`src/rtl/flpm_pkg.sv`:
```
// Shared types, constants and helpers for the filtered Lehmer pair match counter.
// Used by flpm_gen, the core top level and the checker.
`timescale 1ns / 1ps

package flpm_pkg;

    localparam int VALUE_W    = 31;
    localparam int MASK_W     = 8;
    localparam int COUNT_W    = 32;
    localparam int CFG_IDX_W  = 3;
    localparam int CFG_DATA_W = 32;
    localparam int MULT_BITS  = 16;

    localparam int COMPARE_BITS_DEFAULT = 16;

    localparam logic [VALUE_W-1:0]   MODULUS   = 31'h7FFF_FFFF;
    localparam logic [MULT_BITS-1:0] MULT_A    = 16'd16807;
    localparam logic [MULT_BITS-1:0] MULT_B    = 16'd48271;
    localparam logic [COUNT_W-1:0]   COUNT_MAX = 32'hFFFF_FFFF;

    localparam logic [VALUE_W-1:0] SEED_RESET        = 31'd1;
    localparam logic [MASK_W-1:0]  MASK_RESET        = 8'd0;
    localparam logic [COUNT_W-1:0] ROUND_TOTAL_RESET = 32'd40000000;

    typedef enum logic [CFG_IDX_W-1:0] {
        CFG_SEED_A        = 3'd0,
        CFG_SEED_B        = 3'd1,
        CFG_FILTER_MASK_A = 3'd2,
        CFG_FILTER_MASK_B = 3'd3,
        CFG_ROUND_TOTAL   = 3'd4
    } cfg_index_t;

    // Round start request from the core to one generator.
    typedef struct packed {
        logic start;
        logic load;
    } gen_ctrl_t;

    // The modulus itself is congruent to zero.
    function automatic logic [VALUE_W-1:0] load_seed(input logic [VALUE_W-1:0] s);
        begin
            load_seed = (s == MODULUS) ? '0 : s;
        end
    endfunction

endpackage

```
`src/rtl/filtered_lehmer_pair_match_counter_core.sv`:
```
// Top level of the filtered Lehmer pair match counter: config registers, round
// control, match and round counters, result register. Depends on flpm_pkg, flpm_gen.
`timescale 1ns / 1ps

// Each accepted item runs one round of two MINSTD generators (x16807 and x48271
// modulo 2^31-1). Every generator step is a bit-serial modular multiply, one
// multiplier bit per cycle, and a generator keeps stepping while its value AND
// its filter mask is nonzero. A round lasts for N generator steps, where N is the
// larger of the two step counts (N is 1 with zero masks, about 8 with mask 7), and
// ends only once the result register is free. One round is in flight at a time;
// a finished result sits in the output register while the next item is taken.
// Seeds are loaded by reset or by an item with restart set; masks and round_total
// act at once. Write config only while the block is idle.
module filtered_lehmer_pair_match_counter_core #(
    parameter int COMPARE_BITS = flpm_pkg::COMPARE_BITS_DEFAULT
) (
    input  logic                            aclk,
    input  logic                            aresetn,
    input  logic                            cfg_we,
    input  logic [flpm_pkg::CFG_IDX_W-1:0]  cfg_index,
    input  logic [flpm_pkg::CFG_DATA_W-1:0] cfg_wdata,
    input  logic                            s_valid,
    output logic                            s_ready,
    input  logic                            s_restart,
    output logic                            m_valid,
    input  logic                            m_ready,
    output logic [flpm_pkg::VALUE_W-1:0]    m_value_a,
    output logic [flpm_pkg::VALUE_W-1:0]    m_value_b,
    output logic                            m_low_match,
    output logic [flpm_pkg::COUNT_W-1:0]    m_match_count,
    output logic                            m_final_round
);
    import flpm_pkg::*;

    localparam logic [VALUE_W-1:0] CMP_MASK = VALUE_W'((64'd1 << COMPARE_BITS) - 64'd1);

    typedef enum logic {ST_IDLE, ST_RUN} state_t;

    state_t             state_reg;
    logic [VALUE_W-1:0] seed_a_reg;
    logic [VALUE_W-1:0] seed_b_reg;
    logic [MASK_W-1:0]  mask_a_reg;
    logic [MASK_W-1:0]  mask_b_reg;
    logic [COUNT_W-1:0] round_total_reg;
    logic [COUNT_W-1:0] matches_reg;
    logic [COUNT_W-1:0] rounds_reg;

    logic               m_valid_reg;
    logic [VALUE_W-1:0] value_a_reg;
    logic [VALUE_W-1:0] value_b_reg;
    logic               low_match_reg;
    logic [COUNT_W-1:0] match_count_reg;
    logic               final_round_reg;

    gen_ctrl_t          gen_ctrl;
    logic               idle_a;
    logic               idle_b;
    logic [VALUE_W-1:0] value_a;
    logic [VALUE_W-1:0] value_b;

    logic               in_take;
    logic               round_end;
    logic               match;
    logic [COUNT_W-1:0] matches_next;
    logic [COUNT_W-1:0] rounds_next;

    assign s_ready = (state_reg == ST_IDLE);
    assign in_take = s_valid && s_ready;

    assign gen_ctrl.start = in_take;
    assign gen_ctrl.load  = s_restart;

    flpm_gen #(.MULT(MULT_A)) u_gen_a (
        .aclk    (aclk),
        .aresetn (aresetn),
        .ctrl    (gen_ctrl),
        .seed    (seed_a_reg),
        .mask    (mask_a_reg),
        .idle    (idle_a),
        .value   (value_a)
    );

    flpm_gen #(.MULT(MULT_B)) u_gen_b (
        .aclk    (aclk),
        .aresetn (aresetn),
        .ctrl    (gen_ctrl),
        .seed    (seed_b_reg),
        .mask    (mask_b_reg),
        .idle    (idle_b),
        .value   (value_b)
    );

    // hold the round until both generators finish and the result register is free
    assign round_end = (state_reg == ST_RUN) && idle_a && idle_b
                     && (!m_valid_reg || m_ready);

    always_comb begin
        match        = (((value_a ^ value_b) & CMP_MASK) == '0);
        matches_next = (match && (matches_reg != COUNT_MAX)) ? matches_reg + 1'b1
                                                              : matches_reg;
        rounds_next  = (rounds_reg != COUNT_MAX) ? rounds_reg + 1'b1 : rounds_reg;
    end

    always_ff @(posedge aclk) begin
        if (!aresetn) begin
            state_reg       <= ST_IDLE;
            seed_a_reg      <= SEED_RESET;
            seed_b_reg      <= SEED_RESET;
            mask_a_reg      <= MASK_RESET;
            mask_b_reg      <= MASK_RESET;
            round_total_reg <= ROUND_TOTAL_RESET;
            matches_reg     <= '0;
            rounds_reg      <= '0;
            m_valid_reg     <= 1'b0;
        end else begin
            if (cfg_we) begin
                unique case (cfg_index)
                    CFG_SEED_A:        seed_a_reg      <= cfg_wdata[VALUE_W-1:0];
                    CFG_SEED_B:        seed_b_reg      <= cfg_wdata[VALUE_W-1:0];
                    CFG_FILTER_MASK_A: mask_a_reg      <= cfg_wdata[MASK_W-1:0];
                    CFG_FILTER_MASK_B: mask_b_reg      <= cfg_wdata[MASK_W-1:0];
                    CFG_ROUND_TOTAL:   round_total_reg <= cfg_wdata[COUNT_W-1:0];
                    default: ;
                endcase
            end

            if (m_valid_reg && m_ready && !round_end) begin
                m_valid_reg <= 1'b0;
            end

            unique case (state_reg)
                ST_IDLE: begin
                    if (in_take) begin
                        if (s_restart) begin
                            matches_reg <= '0;
                            rounds_reg  <= '0;
                        end
                        state_reg <= ST_RUN;
                    end
                end
                ST_RUN: begin
                    if (round_end) begin
                        matches_reg     <= matches_next;
                        rounds_reg      <= rounds_next;
                        m_valid_reg     <= 1'b1;
                        value_a_reg     <= value_a;
                        value_b_reg     <= value_b;
                        low_match_reg   <= match;
                        match_count_reg <= matches_next;
                        final_round_reg <= (rounds_next == round_total_reg);
                        state_reg       <= ST_IDLE;
                    end
                end
                default: state_reg <= ST_IDLE;
            endcase
        end
    end

    assign m_valid       = m_valid_reg;
    assign m_value_a     = value_a_reg;
    assign m_value_b     = value_b_reg;
    assign m_low_match   = low_match_reg;
    assign m_match_count = match_count_reg;
    assign m_final_round = final_round_reg;

endmodule

```
`src/rtl/flpm_gen.sv`:
```
// One filtered Lehmer generator: bit-serial modular multiply by a constant,
// repeated until the value clears the filter mask. Depends on flpm_pkg.
`timescale 1ns / 1ps

module flpm_gen #(
    parameter logic [flpm_pkg::MULT_BITS-1:0] MULT = flpm_pkg::MULT_A
) (
    input  logic                          aclk,
    input  logic                          aresetn,
    input  flpm_pkg::gen_ctrl_t           ctrl,
    input  logic [flpm_pkg::VALUE_W-1:0]  seed,
    input  logic [flpm_pkg::MASK_W-1:0]   mask,
    output logic                          idle,
    output logic [flpm_pkg::VALUE_W-1:0]  value
);
    import flpm_pkg::*;

    localparam int CNT_W = (MULT_BITS > 1) ? $clog2(MULT_BITS) : 1;
    localparam logic [CNT_W-1:0] CNT_LAST = CNT_W'(MULT_BITS - 1);

    typedef enum logic {ST_IDLE, ST_MUL} state_t;

    state_t               state_reg;
    logic [VALUE_W-1:0]   value_reg;
    logic [VALUE_W-1:0]   acc_reg;
    logic [MULT_BITS-1:0] mult_sh_reg;
    logic [CNT_W-1:0]     cnt_reg;

    logic [VALUE_W-1:0]   acc_rot;
    logic [VALUE_W:0]     acc_sum;
    logic [VALUE_W-1:0]   acc_next;
    logic                 filter_hit;

    // Horner over multiplier bits, MSB first: acc = 2*acc + bit*value mod (2^31-1).
    // Doubling modulo a Mersenne prime is a rotate.
    always_comb begin
        acc_rot = {acc_reg[VALUE_W-2:0], acc_reg[VALUE_W-1]};
        acc_sum = {1'b0, acc_rot}
                + (mult_sh_reg[MULT_BITS-1] ? {1'b0, value_reg} : '0);
        if (acc_sum >= {1'b0, MODULUS}) begin
            acc_next = VALUE_W'(acc_sum - {1'b0, MODULUS});
        end else begin
            acc_next = acc_sum[VALUE_W-1:0];
        end
        filter_hit = ((acc_next[MASK_W-1:0] & mask) != '0);
    end

    always_ff @(posedge aclk) begin
        if (!aresetn) begin
            state_reg <= ST_IDLE;
            value_reg <= load_seed(SEED_RESET);
        end else begin
            unique case (state_reg)
                ST_IDLE: begin
                    if (ctrl.start) begin
                        if (ctrl.load) begin
                            value_reg <= load_seed(seed);
                        end
                        acc_reg     <= '0;
                        mult_sh_reg <= MULT;
                        cnt_reg     <= CNT_LAST;
                        state_reg   <= ST_MUL;
                    end
                end
                ST_MUL: begin
                    if (cnt_reg == '0) begin
                        value_reg   <= acc_next;
                        // step again from the rejected value
                        acc_reg     <= '0;
                        mult_sh_reg <= MULT;
                        cnt_reg     <= CNT_LAST;
                        if (!filter_hit) begin
                            state_reg <= ST_IDLE;
                        end
                    end else begin
                        acc_reg     <= acc_next;
                        mult_sh_reg <= mult_sh_reg << 1;
                        cnt_reg     <= cnt_reg - 1'b1;
                    end
                end
                default: state_reg <= ST_IDLE;
            endcase
        end
    end

    assign idle  = (state_reg == ST_IDLE);
    assign value = value_reg;

endmodule

```
`config.mk`:
```
export PLATFORM = sky130hd
export DESIGN_NAME = filtered_lehmer_pair_match_counter_core
export DESIGN_NICKNAME = d
export VERILOG_FILES = /design/src/rtl/flpm_pkg.sv /design/src/rtl/filtered_lehmer_pair_match_counter_core.sv /design/src/rtl/flpm_gen.sv
export SDC_FILE = /design/constraint.sdc
export NUM_CORES = 1
export LEC_CHECK = 0
export BUFFER_PORTS_ARGS = -buffer_cell sky130_fd_sc_hd__buf_2
export CORE_MARGIN = 10
export CORE_UTILIZATION = 62
export DETAILED_ROUTE_END_ITERATION = 10
export PLACE_DENSITY = 0.81
export SYNTH_ARGS = -nofsm -noshare
export SYNTH_HDL_FRONTEND = slang
export SYNTH_SLANG_ARGS = --single-unit
```
`constraint.sdc`:
```
create_clock -name aclk -period 5.8 [get_ports aclk]
set_input_delay 1.45 -clock aclk [delete_from_list [all_inputs] [get_ports aclk]]
set_output_delay 1.45 -clock aclk [all_outputs]
set_load 0.01 [all_outputs]
```
* Word level (Yosys, flattened, before mapping)
Index checks and enable logic that the tools add are counted.
** Storage, ports and cells
- Register bits :: 438
- Output and inout port bits :: 98
- Logic and storage cells :: 135
** Cells by class
- Add/subtract/negate cells :: 8
- Magnitude comparators :: 2
- Equal/unequal tests :: 18
- Multiplexer cells :: 50
- Bitwise operators :: 6
- Reductions and logical operators :: 27
** Operators with widths (number)
- 31-bit 2-to-1 mux :: 15
- 31-bit one-hot mux with 2 select lines :: 4
- 32-bit 2-to-1 mux :: 6
- 32-bit one-hot mux with 2 select lines :: 2
- 31-bit by 31-bit adder with 32-bit output :: 2
- 32-bit by 1-bit adder with 32-bit output (second input constant) :: 2
- 32-bit by 31-bit >= comparator with 1-bit output (second input constant) :: 2
- 16-bit 2-to-1 mux :: 4
- 32-bit inequality test (second input constant) :: 2
- 16-bit one-hot mux with 2 select lines :: 2
- 31-bit == test (second input constant) :: 2
- 31-bit subtractor (second input constant) :: 2
- 32-bit == test :: 1
- 31-bit zero test :: 1
- 8-bit bitwise AND :: 2
- 4-bit one-hot mux with 2 select lines :: 2
- 8-bit nonzero test :: 2
- 16-bit bitwise XOR :: 1
- 2-bit AND reduction :: 7
- 4-bit 2-to-1 mux :: 3
- 3-bit AND reduction :: 4
- 2-bit by 1-bit inequality test with 1-bit output (second input constant) :: 5
- 1-bit 2-to-1 mux :: 9
- 4-bit zero test :: 2
- other kinds (11) :: 27

* Longest topological paths before layout
- Depth after elaboration :: 9
- Depth in mapped cells :: 17

* Hierarchy
From an unflattened synthesis, not the netlist that was laid out.
** Unflattened totals
- Cells, all modules :: 2978
- Area, all modules :: 25529.5 sq um
** By module, submodules not included
- filtered_lehmer_pair_match_counter_core :: times used 1, cells an instance 1242, area an instance 11573.6 sq um
- flpm_gen (u_gen_b) :: times used 1, cells an instance 888, area an instance 7020.5 sq um
- flpm_gen (u_gen_a) :: times used 1, cells an instance 848, area an instance 6935.4 sq um

* Least setup slack after synthesis
Ideal clock, no wire load.
- Path kind :: input-to-reg
- Start point :: input m_ready
- End point :: register final_round_reg (netlist: m_final_round), enable pin
- Arrival :: 4.580 ns
- Data required time :: 5.335 ns
- Slack :: 0.754 ns
- Cell stages on the path :: 5
- Cell sequence :: nor2b_1 nor4_1 clkbuf_1 clkbuf_1 and2_1
** Between the ends
- Cells in the longest elaborated chain, start to end :: 3
** RTL lines
- start, declared :: line filtered_lehmer_pair_match_counter_core.sv:26 : input logic m_ready,
- 1-bit logical OR :: line filtered_lehmer_pair_match_counter_core.sv:95 : && (!m_valid_reg || m_ready);
- 1-bit logical AND :: line filtered_lehmer_pair_match_counter_core.sv:95
- 3-bit AND reduction (no source line)
- end signal, assigned :: line filtered_lehmer_pair_match_counter_core.sv:150 : final_round_reg <= (rounds_next == round_total_reg);
- end, declared :: line filtered_lehmer_pair_match_counter_core.sv:53 : logic final_round_reg;
Every way passes these cells.
A chain may end at the register's enable or synchronous reset.

* Worst setup path in the final report
- Start point :: register u_gen_a.mult_sh_reg[15]
- End point :: register u_gen_a.value_reg[0] (netlist: u_gen_a.value[0])
** Between the ends
- Cells in the longest elaborated chain, start to end :: 6
** RTL lines
- start, declared :: line flpm_gen.sv:26 : logic [MULT_BITS-1:0] mult_sh_reg;
- start signal, assigned :: line flpm_gen.sv:77 : mult_sh_reg <= mult_sh_reg << 1;
- 31-bit 2-to-1 mux (*) :: line flpm_gen.sv:39 : + (mult_sh_reg[MULT_BITS-1] ? {1'b0, value_reg} : '0);
- 31-bit by 31-bit adder with 32-bit output (*) :: line flpm_gen.sv:39
- 31-bit subtractor / 32-bit by 31-bit >= comparator with 1-bit output (equally long branches) :: line flpm_gen.sv:41, flpm_gen.sv:40
- 31-bit 2-to-1 mux (*) :: line flpm_gen.sv:40 : if (acc_sum >= {1'b0, MODULUS}) begin
- 31-bit 2-to-1 mux (*) :: line flpm_gen.sv:66 : if (cnt_reg == '0) begin
- 31-bit one-hot mux with 2 select lines (*) :: line flpm_gen.sv:53 : unique case (state_reg)
- end signal, assigned :: line flpm_gen.sv:51 : value_reg <= load_seed(SEED_RESET);
- end signal, assigned :: line flpm_gen.sv:57 : value_reg <= load_seed(seed);
- end signal, assigned :: line flpm_gen.sv:67 : value_reg <= acc_next;
- end, declared :: line flpm_gen.sv:24 : logic [VALUE_W-1:0] value_reg;
Every way passes the cells marked *; elsewhere a longest branch is shown, timed or not. The select of a mux whose other input is x is not followed.

==> out/metrics.csv <==
metric;value;unit
status;completed;
final hold slack;0.479;ns
post-route cell area;27500;um2
Die ar.;48200;um2
routed wire length;78.1;mm
Routed Antenna Nets;0;
final setup margin;0.294;ns
pin count of the biggest net entering global routing;113;
Buf+Inv Stages, Crit Path;2;
Crit. Startpoint;u_gen_a.mult_sh_reg[15];
Mapped Avg Cell Area;8.82;um2
cells after synthesis;2801;
Worst Path Arrival;6.01;ns
Unique masters post-synth;92;
Slew Limit Fails;0;
drt wl/cell;22.6;um
unrepaired setup endpoints after global routing;no;
WS Path Type;flip-flop to flip-flop;
Crit-path slowest cell;o21ai_0;
Final Power;7.45;mW
IO buf count;138;
GR peak layer;met2;
Iteration-0 DRC Markers;2624;
CTS Buf Count;46;
Max-Cap Viols;0;
Slew @ Worst Pin;1.29;ns
Syn Nets;2912;
H-tree depth;2;
Critical Path End Type;flip-flop;
reg-to-reg startpoint;u_gen_a.mult_sh_reg[15];
drt first pass iters;6;
fin nets;3010;
clock sinks;438;
Global Route met1 Usage;0.417;
EDFF count, synth;198;
Final setup viols;0;
Power per Cell Area;271;nW/um2
synthesized area;24700;um2
fmax;182;MHz
Layout Utilization;0.695;
top_reg_cell synth;dfxtp_1;
slowest stage delay, CP;0.66;ns
Placed Area;26000;um2
number of synthesized register bits;438;
Chip Height;220;um
Post-route DRC;0;
# hold bufs at CTS;0;
data required time of the worst path;6.30;ns
grt total ovfl;0;
CTS tree;yes;
layout cells sized above 1;0.110;
vias per cell;6.52;
post-synthesis sequential area ratio;0.435;
period utilisation layout;0.949;
min-delay worst type;flip-flop to flip-flop;
P&R area growth vs syn;11.3;%
RePlAce Congestion;0.979;
Root Buffer;clkbuf_16;
Initial Util;0.625;
Cell Chain, Critical Path;and2_1 -> ha_1 -> fa_1 -> a21o_1 -> a221o_1 -> o21ai_0 -> o221a_2 -> nand3_1 -> or3b_2 -> nor4_1 -> buf_4 -> nand4_4 -> buf_4 -> and2_4 -> xnor2_1 -> a221oi_1 -> o21ai_0;
CP Max Fanout;15;
Syn. warnings;0;
fin cells;3462;
num rows;73;
first-pass GRT wire length;122;mm
relative slew slack;0.141;
reg-to-reg slack, setup;0.29;ns
Final Hold Vio Count;0;
vias after detailed routing;22578;
grt met2 use;0.509;
Worst-path clk slew;0.06;ns
Top Ports;139;
hold path start;u_gen_b.value[25];
post-DP HPWL;56.6;mm
Tmin final;5.51;ns
Setup Total Neg Slack;0;ns
Worst Setup Start Kind;flip-flop;
peak supply drop;0.261;mV
DP Cell Count;3376;
GR Util All Layers;0.319;
Core Region;39500;um2
met3 GRT Util;0.0511;
Leak Pwr;10.3;nW
initial antenna violation count;2;
Async SR Flop Fraction;0;
Die Wd;220;um
dpl ws;0.451;ns
critical path's top delay family;compound AO/OA/AOI/OAI gates;
clock latency at the later pin of the worst-skew pair;0.60;ns
vias in the first global route;21515;
Clock Tree Buf Depth;3;
clock skew;0.0311;ns
layer usage:
metal / share of wire / vias up
li1: - / 10311
met1: 0.40 / 10821
met2: 0.46 / 1220
met3: 0.096 / 226
met4: 0.048 / 0
met5: 0 / -
cell usage after synthesis (all sizes together) (66+ instances only):
library cell,n,share of area
edfxtp,198,0.24
xnor2,106,0.038
ha,68,0.034
nor2,163,0.025
dfxtp,240,0.19
clkbuf,148,0.023
a21boi,115,0.035
o21ai,139,0.028
nand3,75,0.015
nand2,464,0.071
nor3,79,0.016
a21oi,181,0.037
nor2b,66,0.017
xor2,78,0.028
and2,104,0.026
placed cells by master, fill, tap and decap left out, drive strengths merged, types with 66 or more instances in the layout:
cell / Yosys / layout
edfxtp: 198 / 198
xnor2: 106 / 106
nor2b: 66 / 66
a21boi: 115 / 115
a21oi: 181 / 181
o21ai: 139 / 139
ha: 68 / 68
xor2: 78 / 78
buf: 13 / 211
and2: 104 / 104
nor2: 163 / 163
nand2: 464 / 464
nand3: 75 / 75
nor3: 79 / 79
clkbuf: 148 / 73
dfxtp: 240 / 240
area by class of cell:
class                   instances  area (um2)
repair buffers                211        1240
clock buffers                  73        1330
diodes                          1        2.50
inverters                      37         139
well taps                     525         657
fillers                      3071       12100
multi-input cells            2165       13200
clock inverters                12         161
flip-flops and latches        438       10800
logic make-up (layout without fill, tap and decap cells):
family	Yosys count	in the layout	synth area share
AO/OA/AOI/OAI	720	720	0.193
other	0	1	0
flip-flops	438	438	0.435
XOR/XNOR	184	184	0.0652
adder cells (fa/ha/maj)	70	70	0.0361
buffers and inverters	198	333	0.0308
multiplexers	12	12	0.00507
AND/OR/NAND/NOR	1179	1179	0.234
power by group:
part / leakage [nW] / internal, mW / switching [mW]
Clock: 0.729 / 1.72 / 1.26
Sequential: 3.78 / 3.35 / 0.0769
Combinational: 5.82 / 0.344 / 0.697
Total: 10.3 / 5.42 / 2.04
worst paths after layout:
kind | endpoint | cells past startpoint
worst max-delay path | u_gen_a.value[0] | 17
worst max register to register | u_gen_a.value[0] | 17
worst min-delay path | m_value_b[25] | 0
worst min register to register | m_value_b[25] | 0
repair_timing:
| item | in CTS | in global routing |
|---|---|---|
| endpoints found under the setup margin | 0 | 1 |
| gates resized for setup | 0 | 1 |
| setup buffers | 0 | 0 |
(Power assumes the default switching activity.)
